File: src/rtl/fssl_pkg.sv
`timescale 1ns / 1ps
package fssl_pkg;

    localparam int FREQ_W      = 32;
    localparam int COORD_W     = 8;
    localparam int CFG_W       = 6;
    localparam int CFG_IDX_W   = 3;
    localparam int SEG_W       = 7;
    localparam int KIND_W      = 2;
    localparam int DIGIT_W     = 4;
    localparam int NUM_DIGITS  = 10;
    localparam int STEP_BITS   = 8;
    localparam int NUM_STAGES  = 5;
    localparam int PAD_W       = NUM_STAGES * STEP_BITS;
    localparam int BCD_W       = NUM_DIGITS * DIGIT_W;
    localparam int VAL_W       = FREQ_W + 1;
    localparam int MAX_GLYPHS  = 8;
    localparam int GLYPH_IDX_W = 3;
    localparam int GLYPH_CNT_W = 4;
    localparam int STEP_W      = CFG_W + 1;
    localparam int SPAN_W      = 11;
    localparam int SUM_W       = COORD_W + 1;
    localparam int S_TDATA_W   = FREQ_W + 2 * COORD_W;
    localparam int M_FIELDS_W  = SEG_W + 3 * COORD_W;
    localparam int M_TDATA_W   = 32;

    localparam logic [CFG_IDX_W-1:0] CFG_DIGIT_WIDTH  = 3'd0;
    localparam logic [CFG_IDX_W-1:0] CFG_DIGIT_GAP    = 3'd1;
    localparam logic [CFG_IDX_W-1:0] CFG_DOT_WIDTH    = 3'd2;
    localparam logic [CFG_IDX_W-1:0] CFG_DOT_GAP      = 3'd3;
    localparam logic [CFG_IDX_W-1:0] CFG_DIGIT_HEIGHT = 3'd4;

    localparam logic [CFG_W-1:0] RST_DIGIT_WIDTH  = 6'd16;
    localparam logic [CFG_W-1:0] RST_DIGIT_GAP    = 6'd4;
    localparam logic [CFG_W-1:0] RST_DOT_WIDTH    = 6'd3;
    localparam logic [CFG_W-1:0] RST_DOT_GAP      = 6'd2;
    localparam logic [CFG_W-1:0] RST_DIGIT_HEIGHT = 6'd28;

    localparam logic [KIND_W-1:0] KIND_DIGIT = 2'd0;
    localparam logic [KIND_W-1:0] KIND_DOT   = 2'd1;
    localparam logic [KIND_W-1:0] KIND_LABEL = 2'd2;

    localparam logic [FREQ_W-1:0] HUNDRED_HZ = 32'd100000;
    localparam logic [FREQ_W-1:0] TEN_HZ     = 32'd10000;
    localparam logic [VAL_W-1:0]  ROUND_WHOLE      = 33'd500;
    localparam logic [VAL_W-1:0]  ROUND_TENTH      = 33'd50;
    localparam logic [VAL_W-1:0]  ROUND_HUNDREDTH  = 33'd5;

    localparam logic [SUM_W-1:0]   LABEL_WIDTH = 9'd16;
    localparam logic [SUM_W-1:0]   LABEL_LIMIT = 9'd128;
    localparam logic [COORD_W-1:0] LABEL_RISE  = 8'd8;
    localparam logic [COORD_W-1:0] WIDTH_MAX   = 8'd255;

    typedef logic [NUM_DIGITS-1:0][DIGIT_W-1:0] t_bcd;

    typedef struct packed {
        logic [CFG_W-1:0] digit_width;
        logic [CFG_W-1:0] digit_gap;
        logic [CFG_W-1:0] dot_width;
        logic [CFG_W-1:0] dot_gap;
        logic [CFG_W-1:0] digit_height;
    } t_cfg;

    typedef struct packed {
        t_bcd               digits;
        logic [COORD_W-1:0] x;
        logic [COORD_W-1:0] y;
    } t_digits;

    typedef struct packed {
        logic [MAX_GLYPHS-1:0][KIND_W-1:0] kind;
        logic [MAX_GLYPHS-1:0][SEG_W-1:0]  seg;
        logic [GLYPH_CNT_W-1:0]            count;
        logic [COORD_W-1:0]                x;
        logic [COORD_W-1:0]                y;
        logic [COORD_W-1:0]                label_y;
        logic [COORD_W-1:0]                total_width;
        logic [STEP_W-1:0]                 digit_step;
        logic [STEP_W-1:0]                 dot_step;
    } t_layout;

    function automatic logic [SEG_W-1:0] seg7(input logic [DIGIT_W-1:0] digit);
        logic [SEG_W-1:0] code;
        unique case (digit)
            4'd0:    code = 7'h3F;
            4'd1:    code = 7'h06;
            4'd2:    code = 7'h5B;
            4'd3:    code = 7'h4F;
            4'd4:    code = 7'h66;
            4'd5:    code = 7'h6D;
            4'd6:    code = 7'h7D;
            4'd7:    code = 7'h07;
            4'd8:    code = 7'h7F;
            4'd9:    code = 7'h6F;
            default: code = 7'h00;
        endcase
        return code;
    endfunction

    // Shift-and-add-3 over one chunk of binary bits, msb first.
    function automatic t_bcd dabble_chunk(input t_bcd bcd_in,
                                          input logic [STEP_BITS-1:0] chunk);
        t_bcd             acc;
        logic [BCD_W-1:0] flat;
        acc = bcd_in;
        for (int s = STEP_BITS - 1; s >= 0; s--) begin
            for (int d = 0; d < NUM_DIGITS; d++) begin
                if (acc[d] >= 4'd5) begin
                    acc[d] = acc[d] + 4'd3;
                end
            end
            flat = acc;
            flat = {flat[BCD_W-2:0], chunk[s]};
            acc  = flat;
        end
        return acc;
    endfunction

endpackage

File: src/rtl/fssl_convert.sv
`timescale 1ns / 1ps
module fssl_convert (
    input  logic                            i_clk,
    input  logic                            i_rst_n,
    input  logic                            i_valid,
    output logic                            o_ready,
    input  logic [fssl_pkg::FREQ_W-1:0]     i_freq,
    input  logic [fssl_pkg::COORD_W-1:0]    i_x,
    input  logic [fssl_pkg::COORD_W-1:0]    i_y,
    output logic                            o_valid,
    input  logic                            i_ready,
    output fssl_pkg::t_digits               o_data
);

    localparam int LAST = fssl_pkg::NUM_STAGES;
    localparam int PW   = fssl_pkg::PAD_W;
    localparam int SB   = fssl_pkg::STEP_BITS;

    logic [LAST:0]                  r_vld;
    logic [PW-1:0]                  r_bits [0:LAST-1];
    fssl_pkg::t_bcd                 r_bcd  [1:LAST];
    logic [fssl_pkg::COORD_W-1:0]   r_x    [0:LAST];
    logic [fssl_pkg::COORD_W-1:0]   r_y    [0:LAST];

    logic [LAST:0]                  w_load;
    logic [LAST:0]                  w_move;
    logic [fssl_pkg::VAL_W-1:0]     w_round;
    logic [fssl_pkg::VAL_W-1:0]     w_value;

    // rounding offset by range
    always_comb begin
        priority if (i_freq >= fssl_pkg::HUNDRED_HZ) begin
            w_round = fssl_pkg::ROUND_WHOLE;
        end else if (i_freq >= fssl_pkg::TEN_HZ) begin
            w_round = fssl_pkg::ROUND_TENTH;
        end else begin
            w_round = fssl_pkg::ROUND_HUNDREDTH;
        end
        w_value = {1'b0, i_freq} + w_round;
    end

    always_comb begin
        w_move[LAST] = r_vld[LAST] && i_ready;
        w_load[LAST] = !r_vld[LAST] || w_move[LAST];
        for (int j = LAST - 1; j >= 0; j--) begin
            w_move[j] = r_vld[j] && w_load[j + 1];
            w_load[j] = !r_vld[j] || w_move[j];
        end
    end

    always_ff @(posedge i_clk) begin
        if (!i_rst_n) begin
            r_vld <= '0;
        end else begin
            if (w_load[0]) begin
                r_vld[0] <= i_valid;
            end
            for (int j = 1; j <= LAST; j++) begin
                if (w_load[j]) begin
                    r_vld[j] <= r_vld[j - 1];
                end
            end
        end
    end

    always_ff @(posedge i_clk) begin
        if (w_load[0] && i_valid) begin
            r_bits[0] <= PW'(w_value);
            r_x[0]    <= i_x;
            r_y[0]    <= i_y;
        end
        if (w_move[0]) begin
            r_bcd[1] <= fssl_pkg::dabble_chunk('0, r_bits[0][PW-1 -: SB]);
            r_x[1]   <= r_x[0];
            r_y[1]   <= r_y[0];
            if (LAST > 1) begin
                r_bits[1] <= r_bits[0];
            end
        end
        for (int j = 2; j <= LAST; j++) begin
            if (w_move[j - 1]) begin
                r_bcd[j] <= fssl_pkg::dabble_chunk(r_bcd[j - 1],
                                                   r_bits[j - 1][PW-1-(j-1)*SB -: SB]);
                r_x[j]   <= r_x[j - 1];
                r_y[j]   <= r_y[j - 1];
                if (j < LAST) begin
                    r_bits[j] <= r_bits[j - 1];
                end
            end
        end
    end

    assign o_ready = w_load[0];
    assign o_valid = r_vld[LAST];

    always_comb begin
        o_data.digits = r_bcd[LAST];
        o_data.x      = r_x[LAST];
        o_data.y      = r_y[LAST];
    end

endmodule

File: src/rtl/fssl_layout.sv
`timescale 1ns / 1ps
module fssl_layout (
    input  logic                i_clk,
    input  logic                i_rst_n,
    input  fssl_pkg::t_cfg      i_cfg,
    input  logic                i_valid,
    output logic                o_ready,
    input  fssl_pkg::t_digits   i_data,
    output logic                o_valid,
    input  logic                i_ready,
    output fssl_pkg::t_layout   o_data
);

    // decimal positions of the rounded value
    localparam int INT_LSD   = 3;
    localparam int NODOT_LSD = 5;
    localparam int TENS_POS  = 4;
    localparam int FRAC1_POS = 2;
    localparam int FRAC2_POS = 1;

    localparam logic [1:0] FRAC_NONE = 2'd0;
    localparam logic [1:0] FRAC_ONE  = 2'd1;
    localparam logic [1:0] FRAC_TWO  = 2'd2;

    localparam int CW = fssl_pkg::GLYPH_CNT_W;
    localparam int SW = fssl_pkg::SPAN_W;

    logic                                r_vld;
    fssl_pkg::t_layout                   r_data;
    fssl_pkg::t_layout                   n_data;

    logic                                w_load;
    logic [fssl_pkg::GLYPH_IDX_W-1:0]    w_nd;
    logic [CW-1:0]                       w_nd4;
    logic                                w_nodot;
    logic [1:0]                          w_nfrac;
    logic [CW-1:0]                       w_ndig;
    logic [fssl_pkg::STEP_W-1:0]         w_dstep;
    logic [fssl_pkg::STEP_W-1:0]         w_pstep;
    logic [SW-1:0]                       w_span;
    logic [SW-1:0]                       w_total;
    logic [fssl_pkg::COORD_W-1:0]        w_label_x;
    logic                                w_fit;

    always_comb begin
        w_nd = fssl_pkg::GLYPH_IDX_W'(1);
        for (int k = INT_LSD; k < fssl_pkg::NUM_DIGITS; k++) begin
            if (i_data.digits[k] != '0) begin
                w_nd = fssl_pkg::GLYPH_IDX_W'(k - (INT_LSD - 1));
            end
        end
        w_nd4 = {1'b0, w_nd};
        w_nodot = 1'b0;
        for (int k = NODOT_LSD; k < fssl_pkg::NUM_DIGITS; k++) begin
            if (i_data.digits[k] != '0) begin
                w_nodot = 1'b1;
            end
        end
        priority if (w_nodot) begin
            w_nfrac = FRAC_NONE;
        end else if (i_data.digits[TENS_POS] != '0) begin
            w_nfrac = FRAC_ONE;
        end else begin
            w_nfrac = FRAC_TWO;
        end
    end

    always_comb begin : glyph_list
        logic [CW-1:0]                   pos;
        logic [fssl_pkg::DIGIT_W-1:0]    sel;
        n_data = '0;
        for (int p = 0; p < fssl_pkg::MAX_GLYPHS; p++) begin
            pos = CW'(p);
            sel = fssl_pkg::DIGIT_W'(INT_LSD - 1) + w_nd4 - pos;
            priority if (pos < w_nd4) begin
                n_data.kind[p] = fssl_pkg::KIND_DIGIT;
                n_data.seg[p]  = fssl_pkg::seg7(i_data.digits[sel]);
            end else if (w_nfrac != FRAC_NONE && pos == w_nd4) begin
                n_data.kind[p] = fssl_pkg::KIND_DOT;
                n_data.seg[p]  = '0;
            end else if (w_nfrac != FRAC_NONE && pos == w_nd4 + CW'(1)) begin
                n_data.kind[p] = fssl_pkg::KIND_DIGIT;
                n_data.seg[p]  = fssl_pkg::seg7(i_data.digits[FRAC1_POS]);
            end else if (w_nfrac == FRAC_TWO && pos == w_nd4 + CW'(2)) begin
                n_data.kind[p] = fssl_pkg::KIND_DIGIT;
                n_data.seg[p]  = fssl_pkg::seg7(i_data.digits[FRAC2_POS]);
            end else begin
                n_data.kind[p] = fssl_pkg::KIND_LABEL;
                n_data.seg[p]  = '0;
            end
        end

        w_ndig    = w_nd4 + CW'(w_nfrac);
        w_dstep   = {1'b0, i_cfg.digit_width} + {1'b0, i_cfg.digit_gap};
        w_pstep   = {1'b0, i_cfg.dot_width} + {1'b0, i_cfg.dot_gap};
        w_span    = SW'(w_ndig) * SW'(w_dstep)
                  + ((w_nfrac != FRAC_NONE) ? SW'(w_pstep) : '0);
        w_total   = SW'(fssl_pkg::LABEL_WIDTH) + w_span;
        w_label_x = i_data.x + w_span[fssl_pkg::COORD_W-1:0];
        w_fit     = ({1'b0, w_label_x} + fssl_pkg::LABEL_WIDTH) <= fssl_pkg::LABEL_LIMIT;

        n_data.count       = w_ndig + CW'(w_nfrac != FRAC_NONE) + CW'(w_fit);
        n_data.x           = i_data.x;
        n_data.y           = i_data.y;
        n_data.label_y     = i_data.y + {2'b00, i_cfg.digit_height} - fssl_pkg::LABEL_RISE;
        n_data.total_width = (w_total > SW'(fssl_pkg::WIDTH_MAX)) ? fssl_pkg::WIDTH_MAX
                                                                 : w_total[7:0];
        n_data.digit_step  = w_dstep;
        n_data.dot_step    = w_pstep;
    end

    assign w_load = !r_vld || i_ready;

    always_ff @(posedge i_clk) begin
        if (!i_rst_n) begin
            r_vld <= 1'b0;
        end else if (w_load) begin
            r_vld <= i_valid;
        end
    end

    always_ff @(posedge i_clk) begin
        if (w_load && i_valid) begin
            r_data <= n_data;
        end
    end

    assign o_ready = w_load;
    assign o_valid = r_vld;
    assign o_data  = r_data;

endmodule

File: src/rtl/fssl_emit.sv
`timescale 1ns / 1ps
module fssl_emit (
    input  logic                            i_clk,
    input  logic                            i_rst_n,
    input  logic                            i_valid,
    output logic                            o_ready,
    input  fssl_pkg::t_layout               i_data,
    output logic                            o_valid,
    input  logic                            i_ready,
    output logic [fssl_pkg::KIND_W-1:0]     o_kind,
    output logic [fssl_pkg::SEG_W-1:0]      o_seg,
    output logic [fssl_pkg::COORD_W-1:0]    o_x,
    output logic [fssl_pkg::COORD_W-1:0]    o_y,
    output logic [fssl_pkg::COORD_W-1:0]    o_width,
    output logic                            o_last
);

    localparam int XW = fssl_pkg::COORD_W;

    logic                                r_vld;
    fssl_pkg::t_layout                   r_item;
    logic [fssl_pkg::GLYPH_IDX_W-1:0]    r_k;
    logic [XW-1:0]                       r_x;

    logic                                w_take;
    logic                                w_last;
    logic                                w_load;
    logic [fssl_pkg::KIND_W-1:0]         w_kind;

    assign w_kind = r_item.kind[r_k];
    assign w_last = ({1'b0, r_k} + fssl_pkg::GLYPH_CNT_W'(1)) == r_item.count;
    assign w_take = r_vld && i_ready;
    assign w_load = !r_vld || (w_take && w_last);

    always_ff @(posedge i_clk) begin
        if (!i_rst_n) begin
            r_vld <= 1'b0;
            r_k   <= '0;
        end else if (w_load) begin
            r_vld <= i_valid;
            r_k   <= '0;
        end else if (w_take) begin
            r_k   <= r_k + fssl_pkg::GLYPH_IDX_W'(1);
        end
    end

    always_ff @(posedge i_clk) begin
        if (w_load && i_valid) begin
            r_item <= i_data;
            r_x    <= i_data.x;
        end else if (w_take && !w_last) begin
            r_x <= r_x + ((w_kind == fssl_pkg::KIND_DIGIT) ? XW'(r_item.digit_step)
                                                          : XW'(r_item.dot_step));
        end
    end

    assign o_ready = w_load;
    assign o_valid = r_vld;
    assign o_kind  = w_kind;
    assign o_seg   = r_item.seg[r_k];
    assign o_x     = r_x;
    assign o_y     = (w_kind == fssl_pkg::KIND_LABEL) ? r_item.label_y : r_item.y;
    assign o_width = r_item.total_width;
    assign o_last  = w_last;

endmodule

File: src/rtl/frequency_seven_segment_layout.sv
`timescale 1ns / 1ps
// Channel     Dir  Fields
// s_axis      in   tdata: freq_millihertz[31:0], origin_x[39:32], origin_y[47:40]
// m_axis      out  tdata: segments, glyph_x, glyph_y, total_width; tuser: glyph_kind;
//                  tlast: last
// cfg         in   i_cfg_we, i_cfg_idx, i_cfg_data (6-bit registers 0..4)
//
// A word is accepted every cycle while the stages have room; the first glyph passes
// through an input register, five 8-bit BCD stages, the layout stage and the glyph register.
// Each frequency then holds the output for 3 to 8 glyphs, so the glyph serializer sets
// the sustained rate at one glyph per cycle while m_axis_tready is high.
// Reset (i_rst_n low, synchronous) empties all stages and reloads register defaults.
// m_axis_tready low holds the glyph; seven more words queue before s_axis_tready drops.
module frequency_seven_segment_layout (
    input  logic                                i_clk,
    input  logic                                i_rst_n,
    input  logic                                s_axis_tvalid,
    output logic                                s_axis_tready,
    // freq_millihertz, origin_x, origin_y
    input  logic [fssl_pkg::S_TDATA_W-1:0]      s_axis_tdata,
    output logic                                m_axis_tvalid,
    input  logic                                m_axis_tready,
    // segments, glyph_x, glyph_y, total_width, zero pad
    output logic [fssl_pkg::M_TDATA_W-1:0]      m_axis_tdata,
    // glyph_kind
    output logic [fssl_pkg::KIND_W-1:0]         m_axis_tuser,
    output logic                                m_axis_tlast,
    input  logic                                i_cfg_we,
    input  logic [fssl_pkg::CFG_IDX_W-1:0]      i_cfg_idx,
    input  logic [fssl_pkg::CFG_W-1:0]          i_cfg_data
);

    localparam int FW = fssl_pkg::FREQ_W;
    localparam int XW = fssl_pkg::COORD_W;

    fssl_pkg::t_cfg         r_cfg;
    logic                   w_cv_valid;
    logic                   w_cv_ready;
    fssl_pkg::t_digits      w_cv_data;
    logic                   w_ly_valid;
    logic                   w_ly_ready;
    fssl_pkg::t_layout      w_ly_data;
    logic [fssl_pkg::SEG_W-1:0] w_seg;
    logic [XW-1:0]          w_x;
    logic [XW-1:0]          w_y;
    logic [XW-1:0]          w_width;

    always_ff @(posedge i_clk) begin
        if (!i_rst_n) begin
            r_cfg.digit_width  <= fssl_pkg::RST_DIGIT_WIDTH;
            r_cfg.digit_gap    <= fssl_pkg::RST_DIGIT_GAP;
            r_cfg.dot_width    <= fssl_pkg::RST_DOT_WIDTH;
            r_cfg.dot_gap      <= fssl_pkg::RST_DOT_GAP;
            r_cfg.digit_height <= fssl_pkg::RST_DIGIT_HEIGHT;
        end else if (i_cfg_we) begin
            unique case (i_cfg_idx)
                fssl_pkg::CFG_DIGIT_WIDTH:  r_cfg.digit_width  <= i_cfg_data;
                fssl_pkg::CFG_DIGIT_GAP:    r_cfg.digit_gap    <= i_cfg_data;
                fssl_pkg::CFG_DOT_WIDTH:    r_cfg.dot_width    <= i_cfg_data;
                fssl_pkg::CFG_DOT_GAP:      r_cfg.dot_gap      <= i_cfg_data;
                fssl_pkg::CFG_DIGIT_HEIGHT: r_cfg.digit_height <= i_cfg_data;
                default: ;
            endcase
        end
    end

    fssl_convert u_convert (
        .i_clk   (i_clk),
        .i_rst_n (i_rst_n),
        .i_valid (s_axis_tvalid),
        .o_ready (s_axis_tready),
        .i_freq  (s_axis_tdata[FW-1:0]),
        .i_x     (s_axis_tdata[FW+XW-1:FW]),
        .i_y     (s_axis_tdata[FW+2*XW-1:FW+XW]),
        .o_valid (w_cv_valid),
        .i_ready (w_cv_ready),
        .o_data  (w_cv_data)
    );

    fssl_layout u_layout (
        .i_clk   (i_clk),
        .i_rst_n (i_rst_n),
        .i_cfg   (r_cfg),
        .i_valid (w_cv_valid),
        .o_ready (w_cv_ready),
        .i_data  (w_cv_data),
        .o_valid (w_ly_valid),
        .i_ready (w_ly_ready),
        .o_data  (w_ly_data)
    );

    fssl_emit u_emit (
        .i_clk   (i_clk),
        .i_rst_n (i_rst_n),
        .i_valid (w_ly_valid),
        .o_ready (w_ly_ready),
        .i_data  (w_ly_data),
        .o_valid (m_axis_tvalid),
        .i_ready (m_axis_tready),
        .o_kind  (m_axis_tuser),
        .o_seg   (w_seg),
        .o_x     (w_x),
        .o_y     (w_y),
        .o_width (w_width),
        .o_last  (m_axis_tlast)
    );

    assign m_axis_tdata = {{(fssl_pkg::M_TDATA_W - fssl_pkg::M_FIELDS_W){1'b0}},
                           w_width, w_y, w_x, w_seg};

endmodule

File: config.mk
export PLATFORM = sky130hd
export DESIGN_NAME = frequency_seven_segment_layout
export DESIGN_NICKNAME = d
export VERILOG_FILES = /design/src/rtl/fssl_pkg.sv /design/src/rtl/fssl_convert.sv /design/src/rtl/fssl_layout.sv /design/src/rtl/fssl_emit.sv /design/src/rtl/frequency_seven_segment_layout.sv
export SDC_FILE = /design/constraint.sdc
export NUM_CORES = 2
export LEC_CHECK = 0
export BUFFER_PORTS_ARGS = -buffer_cell sky130_fd_sc_hd__buf_2
export CAP_MARGIN = 30
export CORE_ASPECT_RATIO = 1.2
export CORE_MARGIN = 8
export CORE_UTILIZATION = 40
export CTS_CLUSTER_DIAMETER = 30
export DETAILED_ROUTE_END_ITERATION = 10
export SLEW_MARGIN = 20
export SYNTH_ARGS = -nofsm -noshare
export SYNTH_HDL_FRONTEND = slang
export SYNTH_SLANG_ARGS = --single-unit
export TNS_END_PERCENT = 50
File: constraint.sdc
create_clock -name i_clk -period 9.7 [get_ports i_clk]
set_input_delay 1.94 -clock i_clk [delete_from_list [all_inputs] [get_ports i_clk]]
set_output_delay 1.94 -clock i_clk [all_outputs]
set_load 0.02 [all_outputs]
* Yosys cells after proc, flatten, opt, wreduce, memory -nomap -nowiden
Memory sizes are Yosys's and may differ from the RTL's. A register that Yosys moved wholly into a read port is not among the register bits.
Index checks and enable logic that the tools add are counted.
** Cells by class
- Add/subtract/negate cells :: 351
- Multipliers :: 1
- Order comparisons :: 348
- Equality and inequality tests :: 28
- Muxes and demuxes :: 758
- Bitwise gates (word level) :: 1
- Reductions and logical operators :: 79
** Operator list (number)
- 4-bit two-way mux :: 598
- 4-bit by 3-bit >= comparator with 1-bit output, second input constant :: 325
- 4-bit by 2-bit adder with 4-bit output, second input constant :: 293
- 7-bit two-way mux :: 31
- 3-bit two-way mux :: 68
- 4-bit binary-select mux with 4-bit select :: 8
- 3-bit by 2-bit adder with 3-bit output, second input constant :: 32
- 4-bit by 5-bit < comparator with 1-bit output, second input constant :: 8
- 1-bit logical AND :: 35
- 32-bit by 33-bit adder with 33-bit output :: 1
- 1-bit two-way mux :: 33
- 33-bit two-way mux :: 1
- 3-bit by 4-bit == test with 1-bit output, first input constant :: 8
- 32-bit by 14-bit >= comparator with 1-bit output, second input constant :: 1
- 32-bit by 17-bit >= comparator with 1-bit output, second input constant :: 1
- 2-bit two-way mux :: 13
- 8-bit two-way mux :: 3
- 4-bit nonzero test :: 6
- 3-bit OR reduction :: 8
- 7-bit binary-select mux with 3-bit select :: 1
- 8-bit adder :: 2
- 2-bit by 4-bit == test with 1-bit output, first input constant :: 4
- 4-bit by 3-bit subtractor with 4-bit output, second input constant :: 4
- 6-bit by 6-bit adder with 7-bit output :: 2
- other kinds (41) :: 80
** Storage, ports and cells
- Bits in registers :: 278
- Bits in writable memories :: 496
- ROM bits :: 2464
- Input port bits :: 62
- Output and inout port bits :: 37
- Logic and storage cells :: 1659
- Memories kept :: 26
** Memories
- u_convert.r_bcd :: depth 5, width 40, rd ports 5, clocked after memory_dff 0, wr ports 5, line fssl_convert.sv:21 : fssl_pkg::t_bcd r_bcd [1:LAST];
- u_convert.r_bits :: depth 5, width 40, rd ports 5, clocked after memory_dff 0, wr ports 5, line fssl_convert.sv:20 : logic [PW-1:0] r_bits [0:LAST-1];
- (name not given) :: depth 16, width 7, rd ports 1, clocked after memory_dff 1, wr ports 0, line fssl_pkg.sv:84 : unique case (digit)
- (name not given) :: depth 16, width 7, rd ports 1, clocked after memory_dff 0, wr ports 0, line fssl_pkg.sv:84
- (name not given) :: depth 16, width 7, rd ports 1, clocked after memory_dff 0, wr ports 0, line fssl_pkg.sv:84
- (name not given) :: depth 16, width 7, rd ports 1, clocked after memory_dff 0, wr ports 0, line fssl_pkg.sv:84
- +20 memories

* Depth between registers and ports, before layout
- Word-level depth :: 36
- Mapped depth :: 50
- Mapped depth without buffers :: 50

* Hierarchy
Synthesis repeated with hierarchy kept, for this count alone.
** Second synthesis, totals
- Cell total of the unflattened synthesis :: 5165
- Area, all modules :: 48502.8 µm²
** Modules (own cells, without submodules)
- fssl_convert :: times used 1, cells an instance 3708, area an instance 31337.6 µm², sequential area each 9609.2 µm²
- fssl_layout :: times used 1, cells an instance 1079, area an instance 10797.9 µm², sequential area each 3683.5 µm²
- fssl_emit :: times used 1, cells an instance 262, area an instance 5178.7 µm², sequential area each 3743.6 µm²
- frequency_seven_segment_layout :: times used 1, cells an instance 116, area an instance 1188.6 µm², sequential area each 600.6 µm²

* Least setup slack after synthesis
OpenSTA, ideal clock, no wires.
- Kind :: reg2reg
- Start point :: register u_emit.r_k[0] in the netlist's numbering
- End point :: register u_layout.r_data (netlist bit u_layout.o_data[0]), enable pin
- Setup time :: 0.619 ns
- Arrival :: 8.284 ns
- Data required time :: 9.081 ns
- Path slack :: 0.797 ns
- Cell stages (with the launch flop) :: 9
- Buffers on the path :: 0
- Period minus slack after synthesis :: 8.903 ns
- Cell sequence :: dfxtp_1 ha_1 xor2_1 o211ai_1 o21a_1 a2111oi_0 a21boi_0 and2_1 nor2b_1
** Between the ends
- Longest elaborated chain between the ends :: 6
** RTL lines
- start, declared :: line fssl_emit.sv:22 : logic [fssl_pkg::GLYPH_IDX_W-1:0] r_k;
- start signal, assigned :: line fssl_emit.sv:43 : r_k <= r_k + fssl_pkg::GLYPH_IDX_W'(1);
- 3-bit by 1-bit adder with 4-bit output :: line fssl_emit.sv:31 : assign w_last = ({1'b0, r_k} + fssl_pkg::GLYPH_CNT_W'(1)) == r_item.count;
- 4-bit == test :: line fssl_emit.sv:31
- via m_axis_tlast :: line frequency_seven_segment_layout.sv:27 : output logic m_axis_tlast,
- 1-bit logical AND :: line fssl_emit.sv:33 : assign w_load = !r_vld || (w_take && w_last);
- 1-bit logical OR :: line fssl_emit.sv:33
- 1-bit logical OR :: line fssl_layout.sv:112 : assign w_load = !r_vld || i_ready;
- 1-bit logical AND
- via u_convert.w_move[5] :: line fssl_convert.sv:26 : logic [LAST:0] w_move;
- end signal, assigned :: line fssl_layout.sv:124 : r_data <= n_data;
- end, declared :: line fssl_layout.sv:29 : fssl_pkg::t_layout r_data;
The timed path passes the listed nets, and every way through them passes these cells.
A chain may end at the register's enable or synchronous reset.

==> flow_metrics.py <==
metrics = {
    "run_status": {
        "outcome": "completed",
    },
    "setup_path": {
        "critPathKind": "reg2reg",
        "crit_slowest_cell": "a311o_1",
        "worstPathRequired_ns": 10.13,
        "critPathMaxFanout": 5,
        "start_kind": "register",
        "cpMostUsedCell": "ha_1",
        "cp_top_family": "simple AND/OR/NAND/NOR gates",
        "critPathCaptureType": "register",
        "arrival_ns": 9.57,
        "cpPeakStageDelay_ns": 0.42,
        "crit_buf_inv": 7,
    },
    "sta": {
        "setup_viol": 0,
        "hold_ws_ns": 0.341,
        "finalHoldViolCount": 0,
        "period_needed_ns": 9.14,
        "drv_slew": 0,
        "fmax_mhz": 109,
        "period_share_pct": 94.2,
        "worstMarginPinSlew_ns": 1.01,
        "post-route-worst-setup-slack_ns": 0.561,
        "fin_worst_skew_ns": 0.0873,
        "relSlewSlack_pct": 32.7,
    },
    "clocking": {
        "worstSkewPairLatency_ns": 0.74,
        "cts_max_level": 3,
        "ctsHoldBuffers": 0,
        "numCtsBuffers": 116,
        "clock_path_buffers": 3,
        "root_buffer": "clkbuf_16",
        "path_clk_slew_ns": 0.05,
        "cts_tree": "yes",
        "cts.sinks": 601,
    },
    "floorplan": {
        "die_y_um": 396,
        "dieArea_um2": 132000,
        "pin_count": 99,
        "rows": 139,
        "core_um2": 119000,
        "start_util_pct": 40.3,
        "die_x_um": 333,
    },
    "placement": {
        "dp_slack_ns": -0.163,
        "hpwl_um": 75600,
        "io_buffers": 97,
        "gp_congestion": 0.878,
    },
    "synth": {
        "async_flop_share_pct": 0,
        "synth_edf_count": 560,
        "synth_top_area_cell": "edfxtp_1",
        "synth.avg_cell_area_um2": 9.99,
        "synthCells": 4813,
        "syn_area_um2": 48100,
        "synth-xor-area-share_pct": 4.28,
        "synth_top_family_by_area": "compound AO/OA/AOI/OAI gates",
        "synth.top_cell.area_share_pct": 35.0,
        "synth_ff_type": "edfxtp_1",
        "synth_seq_cells": 601,
        "yosys.area_share.simple_pct": 14.6,
        "ys_types": 119,
        "synthAdderAreaFrac_pct": 13.4,
        "yosysSeqAreaShare_pct": 36.7,
        "muxShareOfSynthArea_pct": 10.2,
        "synth_area_leaders": "edfxtp_1 35%, ha_1 12%, mux2i_1 5.1%",
        "synth_compound_area_share_pct": 16.7,
        "yosysWarnings": 0,
    },
    "detailed_routing": {
        "ant_nets": 0,
        "post_drt_wl_per_cell_um": 14.8,
        "dr_total_vias": 35600,
        "drcViolationCount": 0,
        "drt_iter0_markers": 1732,
        "viasPerCell": 5.31,
        "drt_wl_total_um": 99300,
        "drtPass1Iterations": 5,
    },
    "layout": {
        "final_nets": 5606,
        "syn2layout_area_growth_pct": 16.3,
        "drive_above_1_share_pct": 16.6,
        "n_fill_cell": 11100,
        "antenna_cells": 0,
        "fin_util_pct": 46.8,
    },
    "flow_run": {
        "maxCapViolations": 0,
    },
    "grt": {
        "grt_max_degree": 77,
        "grt_pass1_wl_um": 163000,
        "grt_use_total_pct": 14.5,
        "grt_pass1_vias": 34500,
        "antenna_found_initial": 1,
        "overflow": 0,
    },
    "min_path": {
        "timing.hold.worst.class": "reg2reg",
    },
}
[state kept, by name, summed over array words and instances (netlist names), 6 cells and up]
name	count
u_emit.o_x	8
u_emit.r_item	106
u_emit.o_width	8
r_cfg	30
u_convert.r_bcd	105
u_convert.r_x	48
u_convert.r_y	48
u_convert.r_bits	115
u_convert.r_vld	6
u_layout.o_data	122
[worst paths after layout]
| kind | start | end | slack [ns] | cells past startpoint |
|---|---|---|---|---|
| worst max-delay path | u_convert.r_bcd[0][177] | u_convert.r_bcd[0][222] | 0.56 | 46 |
| worst min-delay path | u_convert.r_bits[0][96] | u_convert.r_bits[0][136] | 0.34 | 0 |
| worst max register to register | u_convert.r_bcd[0][177] | u_convert.r_bcd[0][222] | 0.56 | 46 |
| worst min register to register | u_convert.r_bits[0][96] | u_convert.r_bits[0][136] | 0.34 | 0 |
[repair_timing]
item / 4_1_cts / 5_1_grt
resized for setup: 10 / 182
endpoints found under the setup margin: 14 / 81
setup buffers: 3 / 51
pin swaps: 2 / 39
cloned: 0 / 0
[cell type report]
| cell class | instances | area, um^2 | area share, % |
|---|---|---|---|
| clock buffer | 122 | 2950 | 5.27 |
| tap | 1551 | 1940 | 3.47 |
| sequential | 601 | 17600 | 31.5 |
| timing repair buffer | 195 | 1240 | 2.22 |
| multi-input combinational | 3698 | 29500 | 52.8 |
| inverter | 431 | 1620 | 2.89 |
| clock inverter | 97 | 1050 | 1.87 |
[per-stage QoR]
stage / TNS (ns) / instances / area (um^2)
after floorplan: 0 / 4816 / 48100
after global placement: 0 / 6417 / 50500
after CTS: 0 / 6642 / 54600
after global routing: -1.01 / 6695 / 56000
final: 0 / 6695 / 56000
after detailed placement: -0.764 / 6420 / 50500
[per-layer routing]
layer | GRT usage (%) | up-vias | routed length [um]
met2 | 27.1 | 512 | 50500
met3 | 2.01 | 181 | 3050
met4 | 5.41 | 0 | 3120
met1 | 16.7 | 16700 | 42600
li1 | - | 18200 | -
met5 | 0 | - | 0
[cell usage in the layout, fill, tap and decap left out, types with 29 or more instances in the layout]
cell	count
a211o_1	43
a211oi_1	44
a21boi_0	29
a21o_1	61
a21oi_1	252
a31oi_1	54
and2_1	75
and3_1	40
buf_2	97
buf_4	95
clkbuf_16	117
dfxtp_1	41
edfxtp_1	560
ha_1	457
inv_1	411
mux2_2	121
mux2i_1	238
mux4_2	32
nand2_1	349
nand2b_1	142
nand3_1	94
nor2_1	288
nor2b_1	86
nor3_1	59
o211ai_1	39
o21a_1	52
o21ai_0	177
o21ai_1	47
o22ai_1	45
or3_1	34
xnor2_1	128
xnor2_2	38
xor2_1	48
[synth_stat cells, types with 14 or more instances]
master	n
o21ai_0	185
nand3_1	94
ha_1	477
o211ai_1	39
edfxtp_1	560
o21bai_1	28
and3_1	40
o211a_1	19
nor2b_1	111
o21a_1	53
nor2_1	293
buf_2	15
a21oi_1	256
mux4_2	32
mux2_2	121
a211o_1	43
xnor2_1	162
clkbuf_1	53
a21boi_0	33
a31oi_1	55
fa_1	24
a211oi_1	56
mux2i_1	244
nor3_1	62
inv_2	18
or2_2	24
nand2b_1	143
xor2_1	62
inv_1	412
or3_1	35
a21o_1	61
nand2_1	353
nand3b_1	14
o31ai_1	17
and2_1	76
dfxtp_1	41
nor4_1	23
mux2i_2	15
nor3b_1	18
o21ai_1	43
o22ai_1	46
[cells by family after synthesis]
logic type / count (synthesis)
other: 1
adders and majority gates: 502
AOI/OAI and AO/OA: 1162
DFF: 601
and+or+nand+nor: 1375
buffers and inverters: 517
muxes: 425
xor gates and xnor gates: 230
Power is not shown: default switching activity piles up to over one toggle a cycle in this logic, so the estimate is an artifact.
